[src/rtl/cbs_pkg.sv]
// Package for the cubic Bezier subdivision block: control word types and the
// microcode program of the step sequencer.
// No dependencies; imported by cubic_bezier_subdivision_top.
`timescale 1ns / 1ps

package cbs_pkg;

   // Width of the depth configuration register.
   localparam int DEPTH_W = 3;
   // Depth after reset.
   localparam logic [DEPTH_W-1:0] DEPTH_RESET = 3'd4;
   // Width of the microcode step counter.
   localparam int STEP_W = 4;

   typedef enum logic [3:0] {
      OP_IDLE,
      OP_TEST,
      OP_MID1,
      OP_MID2,
      OP_MID3,
      OP_EMIT_B,
      OP_EMIT_C,
      OP_EMIT_D,
      OP_POP
   } op_type;

   typedef enum logic [2:0] {
      COND_NEXT,
      COND_ALWAYS,
      COND_MOVE,
      COND_LEVEL_ZERO,
      COND_STACK_EMPTY
   } cond_type;

   typedef struct packed {
      op_type              op;
      cond_type            cond;
      logic [STEP_W-1:0]   target;
   } ctrl_word_type;

   // Step addresses of the program.
   localparam logic [STEP_W-1:0] ST_IDLE   = 4'd0;
   localparam logic [STEP_W-1:0] ST_TEST   = 4'd1;
   localparam logic [STEP_W-1:0] ST_MID1   = 4'd2;
   localparam logic [STEP_W-1:0] ST_MID2   = 4'd3;
   localparam logic [STEP_W-1:0] ST_MID3   = 4'd4;
   localparam logic [STEP_W-1:0] ST_EMIT_B = 4'd5;
   localparam logic [STEP_W-1:0] ST_EMIT_C = 4'd6;
   localparam logic [STEP_W-1:0] ST_EMIT_D = 4'd7;
   localparam logic [STEP_W-1:0] ST_POP    = 4'd8;

   // When the condition holds the sequencer jumps to target, else it goes on
   // to the next step.
   function automatic ctrl_word_type ucode_rom(input logic [STEP_W-1:0] step);
      ctrl_word_type w;
      unique case (step)
         ST_IDLE:   w = '{op: OP_IDLE,   cond: COND_MOVE,        target: ST_IDLE};
         ST_TEST:   w = '{op: OP_TEST,   cond: COND_LEVEL_ZERO,  target: ST_EMIT_B};
         ST_MID1:   w = '{op: OP_MID1,   cond: COND_NEXT,        target: ST_IDLE};
         ST_MID2:   w = '{op: OP_MID2,   cond: COND_NEXT,        target: ST_IDLE};
         ST_MID3:   w = '{op: OP_MID3,   cond: COND_ALWAYS,      target: ST_TEST};
         ST_EMIT_B: w = '{op: OP_EMIT_B, cond: COND_NEXT,        target: ST_IDLE};
         ST_EMIT_C: w = '{op: OP_EMIT_C, cond: COND_NEXT,        target: ST_IDLE};
         ST_EMIT_D: w = '{op: OP_EMIT_D, cond: COND_STACK_EMPTY, target: ST_IDLE};
         ST_POP:    w = '{op: OP_POP,    cond: COND_ALWAYS,      target: ST_TEST};
         default:   w = '{op: OP_IDLE,   cond: COND_ALWAYS,      target: ST_IDLE};
      endcase
      return w;
   endfunction

endpackage

[src/rtl/cubic_bezier_subdivision_top.sv]
// Cubic Bezier flattening by midpoint subdivision, driven by a microcoded
// step sequencer. Depends on cbs_pkg for the control words and the program.
`timescale 1ns / 1ps

// A move item sets the pen and gives no result. A curve item is
// split depth times (depth register, values above MAX_DEPTH act as MAX_DEPTH)
// and gives 3 * 2^depth segments, the last one flagged by rsp_tlast. The
// sequencer runs one control word per cycle while the result side does not
// stall an emit step: each split costs four steps (test and three midpoint
// stages), each leaf a test, three emit steps and, but for the last leaf, a
// pop. The next item is taken as soon as the last segment sits in the output
// register.
module cubic_bezier_subdivision_top #(
   parameter int MAX_DEPTH  = 4,
   parameter int COORD_BITS = 10,
   parameter int FRAC_BITS  = 12
) (
   input  logic                                    clock,
   input  logic                                    reset,
   // Configuration: depth.
   input  logic                                    csr_valid,
   output logic                                    csr_ready,
   input  logic [cbs_pkg::DEPTH_W-1:0]             csr_data,
   // Items in.
   input  logic                                    req_tvalid,
   output logic                                    req_tready,
   // Fields from bit 0 up: b_x, b_y, c_x, c_y, d_x, d_y, zero fill.
   input  logic [((6*COORD_BITS+7)/8)*8-1:0]       req_tdata,
   // Field: command (0 move, 1 curve).
   input  logic                                    req_tuser,
   // Segments out.
   output logic                                    rsp_tvalid,
   input  logic                                    rsp_tready,
   // Fields from bit 0 up: start_x, start_y, end_x, end_y, zero fill.
   output logic [((4*COORD_BITS+7)/8)*8-1:0]       rsp_tdata,
   output logic                                    rsp_tlast
);
   import cbs_pkg::*;

   localparam int FX_W  = COORD_BITS + FRAC_BITS;
   localparam int LVL_W = $clog2(MAX_DEPTH + 1);
   localparam int IDX_W = (MAX_DEPTH > 1) ? $clog2(MAX_DEPTH) : 1;
   localparam int RSP_W = ((4*COORD_BITS+7)/8)*8;

   typedef struct packed {
      logic [FX_W-1:0] x;
      logic [FX_W-1:0] y;
   } fpt_type;

   function automatic fpt_type mid_pt(input fpt_type p, input fpt_type q);
      logic [FX_W:0] sx;
      logic [FX_W:0] sy;
      fpt_type       r;
      sx  = {1'b0, p.x} + {1'b0, q.x};
      sy  = {1'b0, p.y} + {1'b0, q.y};
      r.x = sx[FX_W:1];
      r.y = sy[FX_W:1];
      return r;
   endfunction

   function automatic logic [FX_W-1:0] to_fix(input logic [COORD_BITS-1:0] v);
      return {v, {FRAC_BITS{1'b0}}};
   endfunction

   ctrl_word_type         ctrl;
   logic                  slot_free;
   logic                  advance;
   logic                  cond_hit;

   logic [STEP_W-1:0]     step_ff, step_in;
   logic [DEPTH_W-1:0]    depth_ff, depth_in;
   logic [COORD_BITS-1:0] pen_x_ff, pen_x_in;
   logic [COORD_BITS-1:0] pen_y_ff, pen_y_in;
   logic [LVL_W-1:0]      level_ff, level_in;
   logic [MAX_DEPTH-1:0]  valid_ff, valid_in;
   fpt_type               b_ff, b_in, c_ff, c_in, d_ff, d_in;
   fpt_type               ab_ff, ab_in, bc_ff, bc_in, cd_ff, cd_in;
   fpt_type               abc_ff, abc_in, bcd_ff, bcd_in;
   logic                  rsp_valid_ff, rsp_valid_in;
   logic [COORD_BITS-1:0] sx_ff, sx_in, sy_ff, sy_in, ex_ff, ex_in, ey_ff, ey_in;
   logic                  last_ff, last_in;

   // Waiting right halves, one slot per remaining level.
   fpt_type               stk_b_ff [MAX_DEPTH];
   fpt_type               stk_c_ff [MAX_DEPTH];
   fpt_type               stk_d_ff [MAX_DEPTH];
   logic                  push_en;
   logic [IDX_W-1:0]      push_idx;
   logic [IDX_W-1:0]      pop_idx;

   fpt_type               pen_fx;
   fpt_type               emit_pt;
   logic [LVL_W-1:0]      lim;

   assign csr_ready  = 1'b1;
   assign req_tready = (ctrl.op == OP_IDLE);
   assign rsp_tvalid = rsp_valid_ff;
   assign rsp_tlast  = last_ff;
   assign rsp_tdata  = RSP_W'({ey_ff, ex_ff, sy_ff, sx_ff});

   always_comb begin
      ctrl      = ucode_rom(step_ff);
      slot_free = !rsp_valid_ff || rsp_tready;
      pen_fx.x  = to_fix(pen_x_ff);
      pen_fx.y  = to_fix(pen_y_ff);
      lim       = (depth_ff > DEPTH_W'(MAX_DEPTH)) ? LVL_W'(MAX_DEPTH) : LVL_W'(depth_ff);
      push_idx  = IDX_W'(level_ff - 1'b1);

      // The lowest waiting level is the most recently pushed half.
      pop_idx = '0;
      for (int i = MAX_DEPTH - 1; i >= 0; i--) begin
         if (valid_ff[i]) begin
            pop_idx = IDX_W'(i);
         end
      end

      unique case (ctrl.op)
         OP_IDLE:                       advance = req_tvalid;
         OP_EMIT_B, OP_EMIT_C, OP_EMIT_D: advance = slot_free;
         default:                       advance = 1'b1;
      endcase

      unique case (ctrl.cond)
         COND_NEXT:        cond_hit = 1'b0;
         COND_ALWAYS:      cond_hit = 1'b1;
         COND_MOVE:        cond_hit = !req_tuser;
         COND_LEVEL_ZERO:  cond_hit = (level_ff == '0);
         COND_STACK_EMPTY: cond_hit = (valid_ff == '0);
         default:          cond_hit = 1'b0;
      endcase

      step_in = advance ? (cond_hit ? ctrl.target : STEP_W'(step_ff + 1'b1)) : step_ff;

      depth_in     = csr_valid ? csr_data : depth_ff;
      pen_x_in     = pen_x_ff;
      pen_y_in     = pen_y_ff;
      level_in     = level_ff;
      valid_in     = valid_ff;
      b_in         = b_ff;
      c_in         = c_ff;
      d_in         = d_ff;
      ab_in        = ab_ff;
      bc_in        = bc_ff;
      cd_in        = cd_ff;
      abc_in       = abc_ff;
      bcd_in       = bcd_ff;
      rsp_valid_in = rsp_valid_ff && !rsp_tready;
      sx_in        = sx_ff;
      sy_in        = sy_ff;
      ex_in        = ex_ff;
      ey_in        = ey_ff;
      last_in      = last_ff;
      push_en      = 1'b0;

      unique case (ctrl.op)
         OP_EMIT_B: emit_pt = b_ff;
         OP_EMIT_C: emit_pt = c_ff;
         default:   emit_pt = d_ff;
      endcase

      unique case (ctrl.op)
         OP_IDLE: begin
            if (req_tvalid) begin
               if (!req_tuser) begin
                  pen_x_in = req_tdata[4*COORD_BITS +: COORD_BITS];
                  pen_y_in = req_tdata[5*COORD_BITS +: COORD_BITS];
               end else begin
                  b_in.x   = to_fix(req_tdata[0 +: COORD_BITS]);
                  b_in.y   = to_fix(req_tdata[COORD_BITS +: COORD_BITS]);
                  c_in.x   = to_fix(req_tdata[2*COORD_BITS +: COORD_BITS]);
                  c_in.y   = to_fix(req_tdata[3*COORD_BITS +: COORD_BITS]);
                  d_in.x   = to_fix(req_tdata[4*COORD_BITS +: COORD_BITS]);
                  d_in.y   = to_fix(req_tdata[5*COORD_BITS +: COORD_BITS]);
                  level_in = lim;
                  valid_in = '0;
               end
            end
         end
         OP_TEST: begin
         end
         OP_MID1: begin
            ab_in = mid_pt(pen_fx, b_ff);
            bc_in = mid_pt(b_ff, c_ff);
            cd_in = mid_pt(c_ff, d_ff);
         end
         OP_MID2: begin
            abc_in = mid_pt(ab_ff, bc_ff);
            bcd_in = mid_pt(bc_ff, cd_ff);
         end
         OP_MID3: begin
            // The right half waits on the stack; the left half goes on.
            push_en            = 1'b1;
            valid_in[push_idx] = 1'b1;
            level_in           = LVL_W'(level_ff - 1'b1);
            b_in               = ab_ff;
            c_in               = abc_ff;
            d_in               = mid_pt(abc_ff, bcd_ff);
         end
         OP_EMIT_B, OP_EMIT_C, OP_EMIT_D: begin
            if (slot_free) begin
               rsp_valid_in = 1'b1;
               sx_in        = pen_x_ff;
               sy_in        = pen_y_ff;
               ex_in        = emit_pt.x[FX_W-1:FRAC_BITS];
               ey_in        = emit_pt.y[FX_W-1:FRAC_BITS];
               last_in      = (ctrl.op == OP_EMIT_D) && (valid_ff == '0);
               pen_x_in     = emit_pt.x[FX_W-1:FRAC_BITS];
               pen_y_in     = emit_pt.y[FX_W-1:FRAC_BITS];
            end
         end
         OP_POP: begin
            valid_in[pop_idx] = 1'b0;
            level_in          = LVL_W'(pop_idx);
            b_in              = stk_b_ff[pop_idx];
            c_in              = stk_c_ff[pop_idx];
            d_in              = stk_d_ff[pop_idx];
         end
         default: begin
         end
      endcase
   end

   always_ff @(posedge clock) begin
      if (reset) begin
         step_ff      <= ST_IDLE;
         depth_ff     <= DEPTH_RESET;
         pen_x_ff     <= '0;
         pen_y_ff     <= '0;
         level_ff     <= '0;
         valid_ff     <= '0;
         rsp_valid_ff <= 1'b0;
      end else begin
         step_ff      <= step_in;
         depth_ff     <= depth_in;
         pen_x_ff     <= pen_x_in;
         pen_y_ff     <= pen_y_in;
         level_ff     <= level_in;
         valid_ff     <= valid_in;
         rsp_valid_ff <= rsp_valid_in;
      end
   end

   always_ff @(posedge clock) begin
      b_ff   <= b_in;
      c_ff   <= c_in;
      d_ff   <= d_in;
      ab_ff  <= ab_in;
      bc_ff  <= bc_in;
      cd_ff  <= cd_in;
      abc_ff <= abc_in;
      bcd_ff <= bcd_in;
      sx_ff  <= sx_in;
      sy_ff  <= sy_in;
      ex_ff  <= ex_in;
      ey_ff  <= ey_in;
      last_ff <= last_in;
      if (push_en) begin
         stk_b_ff[push_idx] <= bcd_ff;
         stk_c_ff[push_idx] <= cd_ff;
         stk_d_ff[push_idx] <= d_ff;
      end
   end

endmodule
[config.mk]
export PLATFORM = sky130hd
export DESIGN_NAME = cubic_bezier_subdivision_top
export DESIGN_NICKNAME = d
export VERILOG_FILES = /design/src/rtl/cbs_pkg.sv /design/src/rtl/cubic_bezier_subdivision_top.sv
export SDC_FILE = /design/constraint.sdc
export NUM_CORES = 2
export LEC_CHECK = 0
export ABC_AREA = 1
export BUFFER_PORTS_ARGS = -buffer_cell sky130_fd_sc_hd__buf_4
export CORE_AREA = 2 2 301 303
export DETAILED_ROUTE_END_ITERATION = 16
export DIE_AREA = 0 0 303 305
export HOLD_SLACK_MARGIN = 0.12
export PLACE_DENSITY_LB_ADDON = 0.05
export SYNTH_ARGS = -nofsm -noshare
export SYNTH_HDL_FRONTEND = slang
export SYNTH_SLANG_ARGS = --single-unit
export TNS_END_PERCENT = 50
[constraint.sdc]
create_clock -name clock -period 14.5 [get_ports clock]
set_input_delay 2.9 -clock clock [delete_from_list [all_inputs] [get_ports clock]]
set_output_delay 2.9 -clock clock [all_outputs]
set_load 0.02 [all_outputs]
# Word-level counts from Yosys, hierarchy flattened
# Memory sizes are Yosys's and may differ from the RTL's. A register that Yosys moved wholly into a read port is not among the register bits.
# Cells that the tools add are included.
dict set report op_classes {
  add_sub_neg 14
  multipliers 0
  div 0
  order_cmp 5
  n_eq_ne 15
  shift 0
  n_mux 43
  n_bitwise 3
  reduce_logical 17
}
# cell count
set ops {}
lappend ops {{$pmux 44 s3} 3}
lappend ops {{$add 22x22->23} 12}
lappend ops {{$mux 44} 6}
lappend ops {{$pmux 44 s2} 1}
lappend ops {{$mux 10} 6}
lappend ops {{$pmux 10 s2} 2}
lappend ops {{$mux 4} 5}
lappend ops {{$eq 4x3->1 const B} 4}
lappend ops {{$pmux 4 s3} 1}
lappend ops {{$mux 3} 3}
lappend ops {{$pmux 3 s3} 1}
lappend ops {{$eq 4x2->1 const B} 2}
lappend ops {{$logic_not 4->1} 2}
lappend ops {{$mux 2} 4}
lappend ops {{$mux 1} 7}
lappend ops {{$eq 3x2->1 const B} 2}
lappend ops {{$lt 2x3->1 const B} 2}
lappend ops {{$ne 2x2->1 const B} 3}
lappend ops {{$add 4x1->4 const B} 1}
lappend ops {{$and 4x4->4} 1}
lappend ops {{$demux 1 s2} 2}
lappend ops {{$eq 4x4->1 const B} 1}
lappend ops {{$ge 2x1->1 const B} 2}
lappend ops {{$logic_and 1x1->1} 4}
lappend ops {{other kinds (18)} 20}
dict set report totals {
  regBits 428
  latch_bits 0
  mem_bits_rw 528
  rom_bits 144
  inputBits 73
  output_inout_bits 44
  memories 4
}
# name words word_bits read_ports rd_clocked_by_memory_dff write_ports line
set mem_list {}
lappend mem_list {stk_b_ff 4 44 1 0 1 cubic_bezier_subdivision_top.sv:84} ;# fpt_type stk_b_ff [MAX_DEPTH];
lappend mem_list {stk_c_ff 4 44 1 0 1 cubic_bezier_subdivision_top.sv:85} ;# fpt_type stk_c_ff [MAX_DEPTH];
lappend mem_list {stk_d_ff 4 44 1 0 1 cubic_bezier_subdivision_top.sv:86} ;# fpt_type stk_d_ff [MAX_DEPTH];
lappend mem_list {{(no name shown)} 16 9 1 1 0 cbs_pkg.sv:56} ;# unique case (step)

# Longest topological paths before layout
dict set report depth {
  depth_word 11
  depth_mapped 14
}

# Worst setup path after synthesis
# OpenSTA, ideal clock, no wires.
dict set report synth_path {
  path_type {reg2reg}
  from {reg ctrl[10] (netlist name)}
  to {reg ab_ff[0] in the netlist's numbering (enable)}
  setup_time_ns 0.786
  t_arrival_ns 9.469
  path_slack_ns 4.246
  path_stages_with_launch 4
  path_buffers 0
  synth_period_minus_slack_ns 10.254
  path_cell_list {dfxtp_1 nor2_1 inv_1 nor3_1}
}
dict set report synth_between {
  elab_chain_cells 1
}
# element line
set synth_rtl {}
lappend synth_rtl {{$eq 4x2->1} cubic_bezier_subdivision_top.sv:161} ;# unique case (ctrl.op)
lappend synth_rtl {{end signal: assignment} cubic_bezier_subdivision_top.sv:247} ;# ab_ff <= ab_in;
lappend synth_rtl {{end: declaration} cubic_bezier_subdivision_top.sv:77} ;# fpt_type ab_ff, ab_in, bc_ff, bc_in, cd_ff, cd_in;
# No other way between the ends.
# A chain may end at the register's enable or synchronous reset.

# Worst setup path after layout
dict set report layout_path {
  from {in req_tvalid}
  to {reg d_ff[35] in the netlist's numbering (enable)}
}
dict set report layout_between {
  elab_chain_cells 2
}
# element line
set layout_rtl {}
lappend layout_rtl {{start: declaration} cubic_bezier_subdivision_top.sv:25} ;# input logic req_tvalid,
lappend layout_rtl {{$ne 2x2->1 (no line)} -}
lappend layout_rtl {{$reduce_and 3->1 (no line)} -}
lappend layout_rtl {{end signal: assignment} cubic_bezier_subdivision_top.sv:246} ;# d_ff <= d_in;
lappend layout_rtl {{end: declaration} cubic_bezier_subdivision_top.sv:76} ;# fpt_type b_ff, b_in, c_ff, c_in, d_ff, d_in;
# No other way between the ends.

==> results.sh <==
export IMPL_route_vias_total=35400
export IMPL_postCtsSetupRepairBufs=0
export IMPL_min_path_type="reg2reg"
export IMPL_syn_area_per_cell_sq_um=10.3
export IMPL_drt_iter0_markers=2930
export IMPL_synth_top_area_frac=0.570
export IMPL_grt_pass1_wl_mm=214
export IMPL_finalSetupViolCount=0
export IMPL_ys_warn_count=0
export IMPL_core_area_sq_mm=0.0893
export IMPL_worst_pin_slew_ns=1.20
export IMPL_grt_ovfl_total=0
export IMPL_rsz0062_at_grt="no"
export IMPL_crit_chain="buf_4, inv_1, nor2_1, a21oi_1, inv_6, buf_4"
export IMPL_gp_congestion=0.945
export IMPL_clk_latency_ns=0.69
export IMPL_grt_pass1_vias=35000
export IMPL_ys_top_cells_by_count="nand2_1, edfxtp_1, inv_1"
export IMPL_vias_per_cell=5.80
export IMPL_arrival_ns=5.00
export IMPL_violations="design-rule violations"
export IMPL_synth_area_sq_mm=0.0485
export IMPL_grt_met3_usage=0.0311
export IMPL_clk_pin_slew_ns=0.06
export IMPL_h_tree_depth=3
export IMPL_crit_top_cell="buf_4"
export IMPL_hpwl_mm=101
export IMPL_busiest_layer="met2"
export IMPL_synth_seq_cells=965
export IMPL_grt_use_met2=0.558
export IMPL_crit_required_ns=14.80
export IMPL_start_util=0.543
export IMPL_fin_crit_sh=0.324
export IMPL_die_area_sq_mm=0.0924
export IMPL_areaGrowthSynthToFinish_pct=10.7
export IMPL_holdBufCountCts=0
export IMPL_die_w_um=303
export IMPL_async_flop_share=0
export IMPL_grt_antenna_before_repair=0
export IMPL_clockRootBuffer="clkbuf_16"
export IMPL_ir_drop_v=0.000145
export IMPL_routed_wl_mm=145
export IMPL_crit_type="in2reg"
export IMPL_synthTopCellsByArea="edfxtp_1, nand2_1, ha_1"
export IMPL_antenna_cells=0
export IMPL_ant_nets=0
export IMPL_num_fill_cells=7576
export IMPL_synth_edf_count=921
export IMPL_grtUsageMet1=0.391
export IMPL_area_sequential_sq_mm=0.0285
export IMPL_final_setup_tns_ns=0
export IMPL_status="finished with violations"
export IMPL_cp_max_fo=87
export IMPL_place_area_sq_mm=0.0505
export IMPL_slowest_delay_ns=0.80
export IMPL_synthCells=4712
export IMPL_drv_slew=0
export IMPL_p_total_mw=12.2
export IMPL_yosysSeqAreaShare=0.588
export IMPL_p_leak_nw=21.1
export IMPL_skew_ns=0.0192
export IMPL_maxCapViolCount=0
export IMPL_fp_dieH_um=305
export IMPL_fin_area_sq_mm=0.0537
export IMPL_final_hold_violation_count=0
export IMPL_powerDensity_mw_per_mm2=228
export IMPL_wl_per_cell_um=23.8
export IMPL_cts_resized_gates=0
export IMPL_row_count=110
export IMPL_nets=5153
export IMPL_cts_buffer_depth=3
export IMPL_multiInputGateArea_sq_mm=0.0179
export IMPL_slowest_stage="buf_4"
export IMPL_numClockSinks=965
export IMPL_finalCriticalPeriod_ns=4.70
export IMPL_grt_start_max_net_pins=133
export IMPL_ios=117
export IMPL_synth_nets=5033
export IMPL_start_kind="input pin"
export IMPL_cts_made_buffers=101
export IMPL_firstDrtPassIters=13
export IMPL_slew_headroom=0.200
export IMPL_post_synth_top_area_cell="edfxtp_1"
export IMPL_drc=1
export IMPL_drive_gt1_frac=0.0714
export IMPL_ys_flop_type="edfxtp_1"
export IMPL_yosysUniqueCellTypes=49
export IMPL_cts_tree="yes"
export IMPL_clock_fmax_mhz=213
export IMPL_portBuffers=111
export IMPL_endpoint_kind="flop"
export IMPL_grt_use_total=0.314
export IMPL_synth_most_common_cell="nand2_1"
==> metal layers <==
metal	vias to the layer above	part of all wire
met5	-	0
met4	0	0.045
met3	324	0.051
met2	1139	0.51
met1	17100	0.39
li1	16900	-
==> final timing paths <==
path                     to  startpoint  cells after the start  slack [ns]
max                d_ff[35]  req_tvalid                      6        9.80
min reg2reg        ab_ff[2]     b_ff[3]                      0        0.47
max reg2reg  stk_c_ff[3][6]     ctrl[7]                      7       10.47
min                ab_ff[2]     b_ff[3]                      0        0.47
==> cells by family after synthesis <==
family                   Yosys count  synth area share
adder cells (fa/ha/maj)          248            0.0658
buffers and inverters            532            0.0441
flip-flops                       965             0.588
AND/OR/NAND/NOR                 1933             0.165
other                              1         0.0000773
XOR/XNOR                         136            0.0245
AO/OA/AOI/OAI                    897             0.113
==> area by class of cell <==
type	count	area share
Multi-Input combinational cell	3215	0.333
Inverter	408	0.0289
Clock buffer	129	0.0494
Tap cell	1176	0.0274
Timing Repair Buffer	141	0.0199
Clock inverter	61	0.00967
Sequential cell	965	0.531
==> cells in the final DEF (no fill, tap or decap), types with 8 or more instances in the layout <==
cell type  netlist  routed
a21boi_1        15      15
a21o_1          11      11
a21oi_1        338     338
a22o_1          50      50
a31oi_1         16      16
buf_4           12     140
clkbuf_1        39      27
clkbuf_16        0     102
clkinv_1         0      17
clkinv_2         0      22
dfxtp_1         44      44
edfxtp_1       921     921
fa_1            12      12
ha_1           236     236
inv_1          394     393
inv_2           14       9
inv_6            0       8
nand2_1       1241    1241
nand3_1        354     354
nand3b_1         8       8
nand4_1         40      40
nor2_1         213     208
nor2_4           4       9
nor3_1          54      53
nor4_1           8       8
o211ai_1        61      61
o21a_1          80      80
o21ai_0        216     216
o21ai_1         40      40
o21ai_2          9       8
o221ai_2        20      20
xnor2_1         49      49
xor2_1          87      87
==> metrics by stage <==
| step | setup WS [ns] | hold slack, ns | std cells | utilization |
|---|---|---|---|---|
| 4_1_cts | 9.82 | 0.474 | 6095 | 0.601 |
| 3_3_place_gp | 9.13 | 0.441 | 5905 | 0.566 |
| 6_report | 9.80 | 0.471 | 6095 | 0.601 |
| 2_1_floorplan | 4.25 | 0.433 | 4712 | - |
| 3_5_place_dp | 9.12 | 0.446 | 5905 | 0.566 |
| 5_1_grt | 9.69 | 0.481 | 6095 | 0.601 |
==> flip-flops by register name (all words and copies together), names as in the netlist <==
register    count
stk_b_ff      176
depth_ff        3
level_ff        3
pen_y_ff       10
ctrl            9
ey_ff          10
valid_ff        4
stk_d_ff      176
cd_ff          44
step_ff         4
sx_ff          10
c_ff           44
d_ff           44
pen_x_ff       10
bcd_ff         44
ab_ff          44
sy_ff          10
rsp_tlast       1
bc_ff          44
b_ff           44
ex_ff          10
stk_c_ff      176
rsp_tvalid      1
abc_ff         44
==> report_power, final <==
group          leakage [nW]  switching [mW]  internal (mW)  total (mW)
Sequential             8.77           0.545           4.13        4.68
Clock                  1.54            1.11           1.42        2.54
Combinational          10.8            3.41           1.60        5.01
==> critical path: cells and delay by family <==
| family | cells | cell delay, ns |
|---|---|---|
| buffers and inverters | 4 | 1.68 |
| AND/OR/NAND/NOR | 1 | 0.11 |
| AO/OA/AOI/OAI | 1 | 0.18 |
No activity file was read; power rests on OpenSTA's default activity.
